File: config.mk
export PLATFORM = sky130hd
export DESIGN_NAME = serial_frame_deframer_sum8_unit
export DESIGN_NICKNAME = d
export VERILOG_FILES = /design/src/rtl/sfd_pkg.sv /design/src/rtl/sfd_ctrl.sv /design/src/rtl/sfd_dp.sv /design/src/rtl/serial_frame_deframer_sum8_unit.sv
export SDC_FILE = /design/constraint.sdc
export NUM_CORES = 1
export LEC_CHECK = 0
export BUFFER_PORTS_ARGS = -buffer_cell sky130_fd_sc_hd__buf_2
export CORE_ASPECT_RATIO = 0.75
export CORE_UTILIZATION = 51
export CTS_CLUSTER_SIZE = 16
export DETAILED_ROUTE_END_ITERATION = 8
export GPL_TIMING_DRIVEN = 1
export HOLD_SLACK_MARGIN = 0.03
export PLACE_DENSITY_LB_ADDON = 0.3
export SYNTH_ARGS = -nofsm -noshare
export SYNTH_HDL_FRONTEND = slang
export SYNTH_SLANG_ARGS = --single-unit
File: constraint.sdc
create_clock -name clk -period 3.91 [get_ports clk]
set_input_delay 0.5865 -clock clk [delete_from_list [all_inputs] [get_ports clk]]
set_output_delay 0.5865 -clock clk [all_outputs]
set_load 0.01 [all_outputs]
File: src/rtl/sfd_pkg.sv
// Shared constants and controller/datapath interface types for the serial frame deframer.
package sfd_pkg;

    localparam int MAX_FRAME_DEF         = 64;
    localparam int WORD_COUNT_DEF        = 19;
    localparam int FIRST_WORD_OFFSET_DEF = 4;

    localparam logic [7:0] HDR_FIRST  = 8'hAA;
    localparam logic [7:0] HDR_SECOND = 8'h55;

    // The type byte sits right after the two header bytes and the length byte.
    localparam int TYPE_OFFSET = 3;

    localparam logic [1:0] STATUS_OK      = 2'd0;
    localparam logic [1:0] STATUS_BAD_SUM = 2'd1;
    localparam logic [1:0] STATUS_BAD_LEN = 2'd2;

    typedef struct packed {
        logic sum_load;     // first header byte: sum = byte, position = 1
        logic sum_clr;      // no header: sum and position to zero
        logic accum;        // add byte to sum, advance position
        logic wr;           // write the byte into the frame store
        logic len_load;     // capture the length byte
        logic chk_load;     // compare the checksum byte with the sum
        logic rd_init;      // point the reader at the first payload byte
        logic rd_type;      // read the type byte
        logic rd_word;      // read the next payload byte
        logic type_cap;     // capture the type byte from the read port
        logic hi_cap;       // capture the high payload byte
        logic out_word;     // load a good word into the result register
        logic out_err_chk;  // load a checksum error result
        logic out_err_len;  // load a length error result
    } sfd_cmd_t;

    typedef struct packed {
        logic hdr1;         // byte is the first header byte
        logic hdr2;         // byte is the second header byte
        logic len_bad;      // byte is not a usable frame length
        logic body_last;    // the current body byte is the checksum byte
        logic chk_bad;      // the stored checksum did not match
        logic res_fire;     // the result word is taken this cycle
        logic res_last;     // the held result word closes the frame
    } sfd_sts_t;

endpackage

File: src/rtl/sfd_ctrl.sv
// Controller state machine for the serial frame deframer.
module sfd_ctrl
    import sfd_pkg::*;
(
    input  logic     clk,
    input  logic     rst_n,
    input  logic     rx_valid,
    output logic     rx_stall,
    input  sfd_sts_t sts,
    output sfd_cmd_t cmd
);

    typedef enum logic [9:0] {
        S_HUNT1 = 10'b00_0000_0001,
        S_HUNT2 = 10'b00_0000_0010,
        S_LEN   = 10'b00_0000_0100,
        S_BODY  = 10'b00_0000_1000,
        S_RTYPE = 10'b00_0001_0000,
        S_TYPE  = 10'b00_0010_0000,
        S_RHI   = 10'b00_0100_0000,
        S_RLO   = 10'b00_1000_0000,
        S_LOAD  = 10'b01_0000_0000,
        S_OUT   = 10'b10_0000_0000
    } state_t;

    state_t state_reg;
    state_t state_next;
    logic   rx_fire;

    assign rx_stall = !((state_reg == S_HUNT1) || (state_reg == S_HUNT2) ||
                        (state_reg == S_LEN) || (state_reg == S_BODY));
    assign rx_fire  = rx_valid && !rx_stall;

    always_comb
    begin
        state_next = state_reg;
        cmd        = '0;
        case (state_reg)
            S_HUNT1:
            begin
                if (rx_fire)
                begin
                    if (sts.hdr1)
                    begin
                        cmd.sum_load = 1'b1;
                        cmd.wr       = 1'b1;
                        state_next   = S_HUNT2;
                    end
                    else
                    begin
                        cmd.sum_clr = 1'b1;
                    end
                end
            end
            S_HUNT2:
            begin
                if (rx_fire)
                begin
                    if (sts.hdr2)
                    begin
                        cmd.wr     = 1'b1;
                        cmd.accum  = 1'b1;
                        state_next = S_LEN;
                    end
                    else
                    begin
                        state_next = S_HUNT1;
                    end
                end
            end
            S_LEN:
            begin
                if (rx_fire)
                begin
                    if (sts.len_bad)
                    begin
                        cmd.out_err_len = 1'b1;
                        state_next      = S_OUT;
                    end
                    else
                    begin
                        cmd.wr       = 1'b1;
                        cmd.accum    = 1'b1;
                        cmd.len_load = 1'b1;
                        state_next   = S_BODY;
                    end
                end
            end
            S_BODY:
            begin
                if (rx_fire)
                begin
                    cmd.wr = 1'b1;
                    if (sts.body_last)
                    begin
                        cmd.chk_load = 1'b1;
                        cmd.rd_init  = 1'b1;
                        state_next   = S_RTYPE;
                    end
                    else
                    begin
                        cmd.accum = 1'b1;
                    end
                end
            end
            S_RTYPE:
            begin
                cmd.rd_type = 1'b1;
                state_next  = S_TYPE;
            end
            S_TYPE:
            begin
                cmd.type_cap = 1'b1;
                if (sts.chk_bad)
                begin
                    cmd.out_err_chk = 1'b1;
                    state_next      = S_OUT;
                end
                else
                begin
                    cmd.rd_word = 1'b1;
                    state_next  = S_RLO;
                end
            end
            S_RHI:
            begin
                cmd.rd_word = 1'b1;
                state_next  = S_RLO;
            end
            S_RLO:
            begin
                cmd.hi_cap  = 1'b1;
                cmd.rd_word = 1'b1;
                state_next  = S_LOAD;
            end
            S_LOAD:
            begin
                cmd.out_word = 1'b1;
                state_next   = S_OUT;
            end
            S_OUT:
            begin
                if (sts.res_fire)
                begin
                    state_next = sts.res_last ? S_HUNT1 : S_RHI;
                end
            end
            default:
            begin
                state_next = S_HUNT1;
            end
        endcase
    end

    always_ff @(posedge clk or negedge rst_n)
    begin
        if (!rst_n)
        begin
            state_reg <= S_HUNT1;
        end
        else
        begin
            state_reg <= state_next;
        end
    end

endmodule

File: src/rtl/sfd_dp.sv
// Datapath of the serial frame deframer: frame store, sum, read pointer and result register.
module sfd_dp
    import sfd_pkg::*;
#(
    parameter int MAX_FRAME         = MAX_FRAME_DEF,
    parameter int WORD_COUNT        = WORD_COUNT_DEF,
    parameter int FIRST_WORD_OFFSET = FIRST_WORD_OFFSET_DEF
)
(
    input  logic               clk,
    input  logic               rst_n,
    input  logic [7:0]         rx_byte,
    input  sfd_cmd_t           cmd,
    output sfd_sts_t           sts,
    output logic               res_valid,
    input  logic               res_stall,
    output logic [1:0]         status,
    output logic [7:0]         msg_type,
    output logic [4:0]         word_index,
    output logic signed [15:0] word_value,
    output logic               last
);

    localparam int AW = (MAX_FRAME > 1) ? $clog2(MAX_FRAME) : 1;
    localparam logic [8:0] MIN_LEN = 9'(FIRST_WORD_OFFSET + 2 * WORD_COUNT + 1);
    localparam logic [8:0] MAX_LEN = 9'(MAX_FRAME);
    localparam logic [4:0] LAST_IDX = 5'(WORD_COUNT - 1);

    logic [7:0]    mem [MAX_FRAME];
    logic [7:0]    rd_data_reg;
    logic [AW-1:0] rd_addr;
    logic [AW-1:0] wr_addr;

    logic [7:0]    sum_reg;
    logic [7:0]    pos_reg;
    logic [7:0]    len_reg;
    logic          chk_bad_reg;
    logic [AW-1:0] ptr_reg;
    logic [4:0]    idx_reg;
    logic [7:0]    type_reg;
    logic [7:0]    hi_reg;

    logic          res_valid_reg;
    logic [1:0]    status_reg;
    logic [7:0]    type_out_reg;
    logic [4:0]    index_reg;
    logic [15:0]   value_reg;
    logic          last_reg;
    logic          res_fire;

    assign res_fire = res_valid_reg && !res_stall;

    assign sts.hdr1      = (rx_byte == HDR_FIRST);
    assign sts.hdr2      = (rx_byte == HDR_SECOND);
    assign sts.len_bad   = ({1'b0, rx_byte} < MIN_LEN) || ({1'b0, rx_byte} > MAX_LEN);
    assign sts.body_last = (({1'b0, pos_reg} + 9'd1) >= {1'b0, len_reg});
    assign sts.chk_bad   = chk_bad_reg;
    assign sts.res_fire  = res_fire;
    assign sts.res_last  = last_reg;

    // The first header byte always lands at offset zero, whatever the position says.
    assign wr_addr = cmd.sum_load ? '0 : pos_reg[AW-1:0];
    assign rd_addr = cmd.rd_type ? AW'(TYPE_OFFSET) : ptr_reg;

    always_ff @(posedge clk)
    begin
        if (cmd.wr)
        begin
            mem[wr_addr] <= rx_byte;
        end
        if (cmd.rd_type || cmd.rd_word)
        begin
            rd_data_reg <= mem[rd_addr];
        end
    end

    always_ff @(posedge clk or negedge rst_n)
    begin
        if (!rst_n)
        begin
            sum_reg       <= '0;
            pos_reg       <= '0;
            len_reg       <= '0;
            chk_bad_reg   <= 1'b0;
            ptr_reg       <= '0;
            idx_reg       <= '0;
            res_valid_reg <= 1'b0;
        end
        else
        begin
            if (cmd.sum_load)
            begin
                sum_reg <= rx_byte;
                pos_reg <= 8'd1;
            end
            else if (cmd.sum_clr)
            begin
                sum_reg <= '0;
                pos_reg <= '0;
            end
            else if (cmd.accum)
            begin
                sum_reg <= sum_reg + rx_byte;
                pos_reg <= pos_reg + 8'd1;
            end
            if (cmd.len_load)
            begin
                len_reg <= rx_byte;
            end
            if (cmd.chk_load)
            begin
                chk_bad_reg <= (rx_byte != sum_reg);
            end
            if (cmd.rd_init)
            begin
                ptr_reg <= AW'(FIRST_WORD_OFFSET);
                idx_reg <= '0;
            end
            else
            begin
                if (cmd.rd_word)
                begin
                    ptr_reg <= ptr_reg + AW'(1);
                end
                if (cmd.out_word)
                begin
                    idx_reg <= idx_reg + 5'd1;
                end
            end
            if (cmd.out_word || cmd.out_err_chk || cmd.out_err_len)
            begin
                res_valid_reg <= 1'b1;
            end
            else if (res_fire)
            begin
                res_valid_reg <= 1'b0;
            end
        end
    end

    always_ff @(posedge clk)
    begin
        if (cmd.type_cap)
        begin
            type_reg <= rd_data_reg;
        end
        if (cmd.hi_cap)
        begin
            hi_reg <= rd_data_reg;
        end
        if (cmd.out_word)
        begin
            status_reg   <= STATUS_OK;
            type_out_reg <= type_reg;
            index_reg    <= idx_reg;
            value_reg    <= {hi_reg, rd_data_reg};
            last_reg     <= (idx_reg == LAST_IDX);
        end
        else if (cmd.out_err_chk)
        begin
            // The type byte is captured in the same cycle, so take it from the read port.
            status_reg   <= STATUS_BAD_SUM;
            type_out_reg <= rd_data_reg;
            index_reg    <= '0;
            value_reg    <= '0;
            last_reg     <= 1'b1;
        end
        else if (cmd.out_err_len)
        begin
            status_reg   <= STATUS_BAD_LEN;
            type_out_reg <= '0;
            index_reg    <= '0;
            value_reg    <= '0;
            last_reg     <= 1'b1;
        end
    end

    assign res_valid  = res_valid_reg;
    assign status     = status_reg;
    assign msg_type   = type_out_reg;
    assign word_index = index_reg;
    assign word_value = value_reg;
    assign last       = last_reg;

endmodule

File: src/rtl/serial_frame_deframer_sum8_unit.sv
// Top level of the serial frame deframer with 8-bit additive checksum.
//
// Channel   Direction  Handshake            Word
// rx        in         rx_valid/rx_stall    rx_byte
// res       out        res_valid/res_stall  status, msg_type, word_index, word_value, last
//
// Header, length and body bytes are taken while rx_stall is low. After the checksum byte
// the type byte is read, then each payload word takes two frame store reads and the result
// load, and is held on offer until taken. A checksum error result is loaded once the type
// byte is read, a length error result as its length byte is taken. rx_stall is high from
// the cycle after such a byte until the cycle after the last result is taken. Reset
// returns the block to the header hunt; the store is not cleared.
module serial_frame_deframer_sum8_unit
    import sfd_pkg::*;
#(
    parameter int MAX_FRAME         = MAX_FRAME_DEF,
    parameter int WORD_COUNT        = WORD_COUNT_DEF,
    parameter int FIRST_WORD_OFFSET = FIRST_WORD_OFFSET_DEF
)
(
    input  logic               clk,
    input  logic               rst_n,
    input  logic               rx_valid,
    output logic               rx_stall,
    input  logic [7:0]         rx_byte,
    output logic               res_valid,
    input  logic               res_stall,
    output logic [1:0]         status,
    output logic [7:0]         msg_type,
    output logic [4:0]         word_index,
    output logic signed [15:0] word_value,
    output logic               last
);

    sfd_cmd_t cmd;
    sfd_sts_t sts;

    sfd_ctrl u_ctrl (
        .clk      (clk),
        .rst_n    (rst_n),
        .rx_valid (rx_valid),
        .rx_stall (rx_stall),
        .sts      (sts),
        .cmd      (cmd)
    );

    sfd_dp #(
        .MAX_FRAME         (MAX_FRAME),
        .WORD_COUNT        (WORD_COUNT),
        .FIRST_WORD_OFFSET (FIRST_WORD_OFFSET)
    ) u_dp (
        .clk        (clk),
        .rst_n      (rst_n),
        .rx_byte    (rx_byte),
        .cmd        (cmd),
        .sts        (sts),
        .res_valid  (res_valid),
        .res_stall  (res_stall),
        .status     (status),
        .msg_type   (msg_type),
        .word_index (word_index),
        .word_value (word_value),
        .last       (last)
    );

endmodule
# --- Word level (Yosys, flattened, before mapping) ---
# Memory sizes are Yosys's and may differ from the RTL's. A register that Yosys moved wholly into a read port is not among the register bits.
# Cells that the tools add are included.
classes:
  addsub: 5
  multipliers: 0
  n_div: 0
  magnitude_cmp: 3
  eq_ne: 21
  n_shift: 0
  mux: 70
  n_bitwise: 0
  reduce_logical: 20
ops:
  columns: ["cell", "n"]
  rows:
  - ["one-hot mux 10 bit (10 select lines)", 1]
  - ["2-to-1 mux 10 bit", 9]
  - ["2-to-1 mux 8 bit", 9]
  - ["2-to-1 mux 16 bit", 3]
  - ["2-to-1 mux 5 bit", 5]
  - ["2-to-1 mux 1 bit", 24]
  - ["2-to-1 mux 6 bit", 4]
  - ["2-to-1 mux 2 bit", 8]
  - ["== test 10 x 1 -> 1 bit (second input constant)", 1]
  - ["== test 10 bit (second input constant)", 1]
  - ["== test 10 x 2 -> 1 bit (second input constant)", 1]
  - ["== test 10 x 3 -> 1 bit (second input constant)", 1]
  - ["== test 10 x 4 -> 1 bit (second input constant)", 1]
  - ["== test 10 x 5 -> 1 bit (second input constant)", 1]
  - ["== test 10 x 6 -> 1 bit (second input constant)", 1]
  - ["== test 10 x 7 -> 1 bit (second input constant)", 1]
  - ["== test 10 x 8 -> 1 bit (second input constant)", 1]
  - ["== test 10 x 9 -> 1 bit (second input constant)", 1]
  - ["!= test 2 x 1 -> 1 bit (second input constant)", 5]
  - ["adder 8 x 1 -> 9 bit (second input constant)", 1]
  - ["greater-or-equal comparator 9 x 8 -> 1 bit", 1]
  - ["2-to-1 mux 3 bit", 3]
  - ["adder 8 x 1 -> 8 bit (second input constant)", 1]
  - ["adder 8 bit", 1]
  - ["other kinds (20)", 34]
totals:
  regBits: 95
  latch_bits: 0
  ramBits: 512
  rom_bits: 0
  in_bits: 12
  mem_count: 1
mem_list:
  columns: ["name", "words", "word_bits", "rd", "rd_clocked_by_memory_dff", "write_ports", "line_no", "rtl"]
  rows:
  - ["u_dp.mem", 64, 8, 1, 1, 1, "sfd_dp.sv:29", "logic [7:0] mem [MAX_FRAME];"]

# --- Longest topological paths before layout ---
# Gate-level depths: netlist of run 1.
depth:
  word_depth: 10
  depth_mapped: 15

# --- Hierarchy ---
# A second synthesis of run 1 with hierarchy kept.
unflattened:
  cells_unflattened: 1584
  hier_area_um2: 25466.9
by_module_without_submodules:
  columns: ["module", "n_inst", "cells_per_inst", "area_each_um2", "seq_area_each_um2"]
  rows:
  - ["sfd_dp", 1, 1476, 24512.3, 17962.2]
  - ["sfd_ctrl", 1, 108, 954.7, 251.5]

# --- Worst setup path after synthesis of run 1 ---
# Ideal clock, no wire load.
synth_timing:
  path_kind: "reg-to-reg"
  startpoint: "register u_dp.pos_reg[0] (netlist name)"
  endpoint: "register u_dp.len_reg[0]"
  setup_time_ns: 0.125
  arrival_ns: 3.075
  setup_slack_ns: 0.710
  stages_incl_launch_ff: 13
  cell_sequence: "dfrtp_1 > clkbuf_1 > and3_1 > and3_1 > nand3_1 > xnor2_1 > ha_1 > nand3_1 > o311a_1 > nand3b_4 > or4_1 > buf_4 > mux2_4"
synth_lines:
  columns: ["element", "line_no", "rtl"]
  rows:
  - ["to (signal assigned)", "sfd_dp.sv:108", "len_reg <= rx_byte;"]
  - ["to (decl)", "sfd_dp.sv:36", "logic [7:0] len_reg;"]

==> impl_metrics.json, run 1 <==
{
  "worst_slew_pin_slew_ns": 1.15,
  "hold_slack_ns": 0.211,
  "numCtsBuffers": 55,
  "mostFrequentLayoutCells": "edfxtp_1 (566), nand2_1 (158), mux2i_1 (130), nor2_1 (111), buf_4 (105)",
  "drv_slew": 0,
  "n_fill_cell": 3844,
  "first_global_vias": 15085,
  "initial_utilization_pct": 51.9,
  "syn_inst": 1790,
  "p_leak_nw": 9.88,
  "yosysWarnings": 0,
  "final_util_pct": 58.3,
  "wire_per_inst_um": 24.6,
  "syn_to_final_growth_pct": 12.3,
  "pin_count": 46,
  "setup_viol": 0,
  "gp_congestion": 0.870,
  "finClkSkew_ns": 0.0284,
  "hold_viol_final": 0,
  "powerDensity_nw_per_um2": 453,
  "hold_class": "input pin to asynchronous set/reset pin",
  "syn_nets": 1822,
  "core_um2": 50300,
  "place_hpwl_um": 40100,
  "synth_seq_cells": 615,
  "drt_iter0_markers": 1939,
  "num_rows": 71,
  "grt_setup_unrepaired": "no",
  "die_y_um": 198,
  "status": "complete, no violations",
  "viasPerCell": 6.14,
  "critical_path_class": "register to register",
  "crit_arrival_ns": 4.06,
  "grt_pass1_wl_um": 95600,
  "antenna_found_initial": 6,
  "clkSinkCount": 615,
  "yosysTopAreaCellShare_pct": 65.2,
  "clockRootBuffer": "clkbuf_16",
  "synth_edf_count": 566,
  "cts-hold-fix-buffers": 0,
  "startpoint_type": "register",
  "crit_path_top_delay_cell": "or4_1",
  "drtAntennaViolNets": 0,
  "synth_top_area_cell": "edfxtp_1",
  "synth_area_um2": 26100,
  "yosys-top-cells-area": "edfxtp_1 (65%), mux2i_1 (5.0%), dfrtp_1 (4.4%)",
  "h-tree-depth": 2,
  "nNetsFinal": 1919,
  "irDropWorstVdd_uv": 408,
  "synth.avg_cell_area_um2": 14.6,
  "die_x_um": 263,
  "drv_cap": 0,
  "layout_commonest_cell": "edfxtp_1",
  "portBuffers": 45,
  "synth_seq_area_share_pct": 69.8,
  "vias": 15903,
  "fin_crit_ns": 3.58,
  "cp_slowest_stage_delay_ns": 0.73,
  "grt_max_degree": 66,
  "min_period_over_period_pct": 91.7,
  "ys_types": 75,
  "clock_latency_ns": 0.62,
  "final_cells": 2590,
  "firstDrtPassIters": 5,
  "antennaDiodeCount": 0,
  "cts_setup_buffers": 0,
  "overflow": 0,
  "largest_reg_flops": 512,
  "drive_gt1_share_pct": 18.3,
  "post-route-drc-count": 0,
  "finalPower_mw": 13.3,
  "cp-end-kind": "register",
  "crit_chain": "ha_1 > nand3_1 > nor2_1 > xor2_1 > ha_1 > nand3_1 > o311a_1 > nand3b_4 > or4_1 > mux2_4",
  "finalWirelength_um": 63700,
  "grt_usage_pct": 24.5,
  "ctsResizeCount": 0,
  "setup_tns_ns": 0,
  "ys.flop_type": "edfxtp_1",
  "cts_buffer_depth": 3,
  "cts_tree": "yes",
  "relSlewSlack_pct": 23.6,
  "crit_fanout": 12,
  "dp.cells": 2487,
  "asyncSetResetFlopFracSynth_pct": 7.64,
  "fmax_ghz": 0.279,
  "cts.clk_slew.worst_paths_ns": 0.07,
  "cp.required_ns": 4.39,
  "die_area_um2": 52100
}
[worst max-delay path, delay by kind of cell, from the launching register on]
family,cells,cell delay [ns]
AND/OR/NAND/NOR,5,1.45
adder cells (fa/ha/maj),2,0.57
flip-flops,1,0.54
AO/OA/AOI/OAI,1,0.40
multiplexers,1,0.40
XOR/XNOR,1,0.10
[kinds of logic (layout without fill, tap and decap cells)]
family	Yosys count	count (layout)	synth area share (%)
and+or+nand+nor	440	440	8.31
DFF	615	615	69.8
AOI/OAI and AO/OA	350	350	9.16
adders and majority gates	20	20	0.988
muxes	203	203	8.37
xor gates and xnor gates	26	26	0.873
buffers and inverters	136	279	2.45
[where the power goes]
group	switching [mW]	leakage (nW)	internal [mW]
Sequential	0.0514	5.80	7.21
Clock	2.42	0.888	3.04
Combinational	0.355	3.18	0.176
[cells in the mapped netlist (10+ instances only)]
| library cell | n |
|---|---|
| a21oi_1 | 56 |
| a221oi_1 | 35 |
| a31oi_1 | 64 |
| and2_1 | 23 |
| buf_1 | 13 |
| buf_2 | 37 |
| clkbuf_1 | 52 |
| dfrtp_1 | 46 |
| edfxtp_1 | 566 |
| ha_1 | 19 |
| inv_1 | 20 |
| mux2_2 | 63 |
| mux2i_1 | 130 |
| nand2_1 | 158 |
| nand2b_1 | 10 |
| nand3_1 | 21 |
| nand3b_1 | 11 |
| nor2_1 | 113 |
| nor2b_1 | 14 |
| nor3_1 | 21 |
| o211ai_1 | 28 |
| o21a_1 | 31 |
| o21ai_0 | 50 |
| o21ai_1 | 14 |
| o22ai_1 | 15 |
| or4_1 | 11 |
| xnor2_1 | 12 |
| xor2_1 | 14 |
[layer usage]
| layer | track usage, % | share of wire, % | vias up |
|---|---|---|---|
| li1 | - | - | 7090 |
| met4 | 6.13 | 2.3 | 4 |
| met3 | 5.07 | 9.7 | 108 |
| met2 | 35.4 | 43 | 725 |
| met5 | 0 | 0.050 | - |
| met1 | 37.7 | 45 | 7976 |
[cell type report]
type | instances | area (um2) | area share, %
timing repair buffer | 155 | 1110 | 3.80
tap | 657 | 822 | 2.81
clock inverter | 37 | 377 | 1.29
sequential | 615 | 18200 | 62.2
multi-input combinational | 1039 | 7250 | 24.7
inverter | 21 | 78.8 | 0.269
clock buffer | 66 | 1440 | 4.91
[metrics by stage]
| step | cell area [um2] | setup slack (ns) |
|---|---|---|
| after detailed placement | 27500 | 0.337 |
| after floorplan | 26100 | 0.710 |
| after CTS | 29300 | 0.326 |
| after global routing | 29300 | 0.0748 |
| final | 29300 | 0.325 |
| after global placement | 27500 | 0.323 |
[worst paths after layout]
kind,start,to,slack [ns],depth (start not counted)
setup / recovery,u_dp.pos_reg[0],u_dp.len_reg[6],0.33,10
hold / removal,rst_n,u_dp.ptr_reg[4],0.21,1
setup reg to reg,u_dp.pos_reg[0],u_dp.len_reg[6],0.33,10
hold reg to reg,u_dp.len_reg[7],u_dp.len_reg[7],0.50,1
max in group asynchronous,rst_n,u_dp.ptr_reg[0],2.85,1
min in group clk,res_stall,u_dp.res_valid,0.26,3
Power figures use the tool's default switching activity.
==> inputs of run 2 (changes only) <==
BUFFER_PORTS_ARGS = default   (was -buffer_cell sky130_fd_sc_hd__buf_2)
CELL_PAD_IN_SITES_DETAIL_PLACEMENT = 0   (was default)
CELL_PAD_IN_SITES_GLOBAL_PLACEMENT = 2   (was default)
CORE_UTILIZATION = 47   (was 51)
DONT_BUFFER_PORTS = 1   (was default)
SKIP_LAST_GASP = 1   (was default)
==> impl_metrics.json, run 2 (synthesis results as in run 1) <==
{
  "worst_slew_pin_slew_ns": 1.04,
  "h-tree-depth": 2,
  "irDropWorstVdd_uv": 356,
  "seq_area_um2": 18200,
  "cts_buffer_depth": 3,
  "cts_setup_buffers": 0,
  "status": "complete, no violations",
  "nNetsFinal": 1864,
  "grt_max_degree": 71,
  "finClkSkew_ns": 0.0147,
  "fin_crit_ns": 3.50,
  "holdCritStartpoint": "rx_byte[2]",
  "syn_to_final_growth_pct": 11.9,
  "reg2reg_slack_ns": 0.41,
  "finalPower_mw": 13.4,
  "firstDrtPassIters": 6,
  "r2r_end": "u_dp.len_reg[1]",
  "fmax_ghz": 0.285,
  "cp.required_ns": 4.41,
  "die_y_um": 206,
  "crit_arrival_ns": 4.00,
  "vias": 15174,
  "largest_reg_flops": 512,
  "drt_iter0_markers": 1480,
  "gp_congestion": 0.830,
  "grt_pass1_wl_um": 97800,
  "viasPerCell": 5.83,
  "hold_class": "input pin to register",
  "place_hpwl_um": 39900,
  "cts_tree": "yes",
  "powerDensity_nw_per_um2": 458,
  "clockRootBuffer": "clkbuf_16",
  "p_leak_nw": 9.63,
  "num_rows": 74,
  "crit_fanout": 12,
  "min_path_cells": 0,
  "final_util_pct": 53.4,
  "grt_setup_unrepaired": "no",
  "initial_utilization_pct": 47.7,
  "portBuffers": 0,
  "finalWorstSetupSlack_ns": 0.407,
  "wire_per_inst_um": 25.1,
  "min_to": "u_dp.mem[24][2]",
  "cp-end-kind": "register",
  "die_area_um2": 56400,
  "pin_count": 46,
  "layout_commonest_cell": "edfxtp_1",
  "rr_worst_depth": 10,
  "first_global_vias": 15133,
  "rr_startpoint": "u_dp.pos_reg[0]",
  "core_um2": 54600,
  "hold_viol_final": 0,
  "clock_latency_ns": 0.62,
  "grt_usage_pct": 23.6,
  "setup_tns_ns": 0,
  "critical_path_class": "register to register",
  "drv_cap": 0,
  "clkSinkCount": 615,
  "multi_input_area_um2": 7250,
  "min_period_over_period_pct": 89.6,
  "numCtsBuffers": 59,
  "post-route-drc-count": 0,
  "n_fill_cell": 4516,
  "mostFrequentLayoutCells": "edfxtp_1 (566), nand2_1 (158), mux2i_1 (130), nor2_1 (111), buf_4 (88)",
  "relSlewSlack_pct": 30.7,
  "antennaDiodeCount": 0,
  "overflow": 0,
  "die_x_um": 274,
  "preCtsSetupSlack_ns": 0.402,
  "drtAntennaViolNets": 0,
  "drv_slew": 0,
  "cts.clk_slew.worst_paths_ns": 0.06,
  "antenna_found_initial": 2,
  "finalWirelength_um": 65400,
  "startpoint_type": "register",
  "setup_viol": 0,
  "drive_gt1_share_pct": 15.8
}
## run 2: changes by cell type in the layout (fill, tap and decap cells not counted), moves of 3 or more
cell / previous run / this run
clkbuf_8: 0 / 5
buf_4: 105 / 88
buf_2: 45 / 0
clkbuf_1: 10 / 15
clkbuf_16: 56 / 59
clkinv_2: 14 / 11
## run 2: routing by layer
| metal | part of all wire (%) | global-route usage [%] | up-vias |
|---|---|---|---|
| li1 | - | - | 6976 |
| met1 | 46 | 34.6 | 7600 |
| met2 | 45 | 35.7 | 501 |
| met3 | 7.3 | 4.76 | 97 |
| met4 | 2.2 | 6.65 | 0 |
| met5 | 0 | 0 | - |
## run 2: worst max-delay path by stage
stage                          from         endpoint  depth (start not counted)
finish              u_dp.pos_reg[0]  u_dp.len_reg[1]                         10
global route        u_dp.pos_reg[0]  u_dp.len_reg[3]                         10
CTS                 u_dp.pos_reg[0]  u_dp.len_reg[1]                         10
detailed placement  u_dp.pos_reg[0]  u_dp.len_reg[1]                         10
global placement    u_dp.pos_reg[0]  u_dp.len_reg[1]                         10
floorplan           u_dp.pos_reg[0]  u_dp.len_reg[0]                         12
## run 2: worst max-delay path, cell delays in order, from the launching register on
cell	delay (ns)
dfrtp_1	0.56
ha_1	0.26
nand3_1	0.17
nor2_1	0.24
xor2_1	0.10
ha_1	0.30
nand3_1	0.09
o311a_1	0.41
nand3b_4	0.17
or4_1	0.68
mux2_4	0.39
## run 2: through the flow
step | cells | hold slack, ns | cell area, um2
after floorplan | 1790 | 0.291 | 26100
after global placement | 2491 | 0.292 | 27200
after detailed placement | 2491 | 0.292 | 27200
after CTS | 2603 | 0.0354 | 29200
after global routing | 2603 | 0.0367 | 29200
final | 2603 | 0.0679 | 29200
## run 2: timing repair
action | CTS | global route
hold buffers | 2 | 0
gates resized for setup | 0 | 0
hold endpoints to repair | 47 | 0
## run 2: power by group
part / internal (mW) / total, mW / leakage, nW / switching [mW]
sequential: 7.21 / 7.26 / 5.80 / 0.0487
clock: 3.27 / 5.71 / 0.938 / 2.45
combinational: 0.165 / 0.407 / 2.89 / 0.242
## run 2: cell type report
cell class / count / share of cell area [%]
multi-input cells: 1039 / 24.8
flip-flops and latches: 615 / 62.4
repair buffers: 96 / 2.80
inverters: 21 / 0.270
clock buffers: 79 / 5.49
well taps: 722 / 3.09
clock inverters: 31 / 1.09
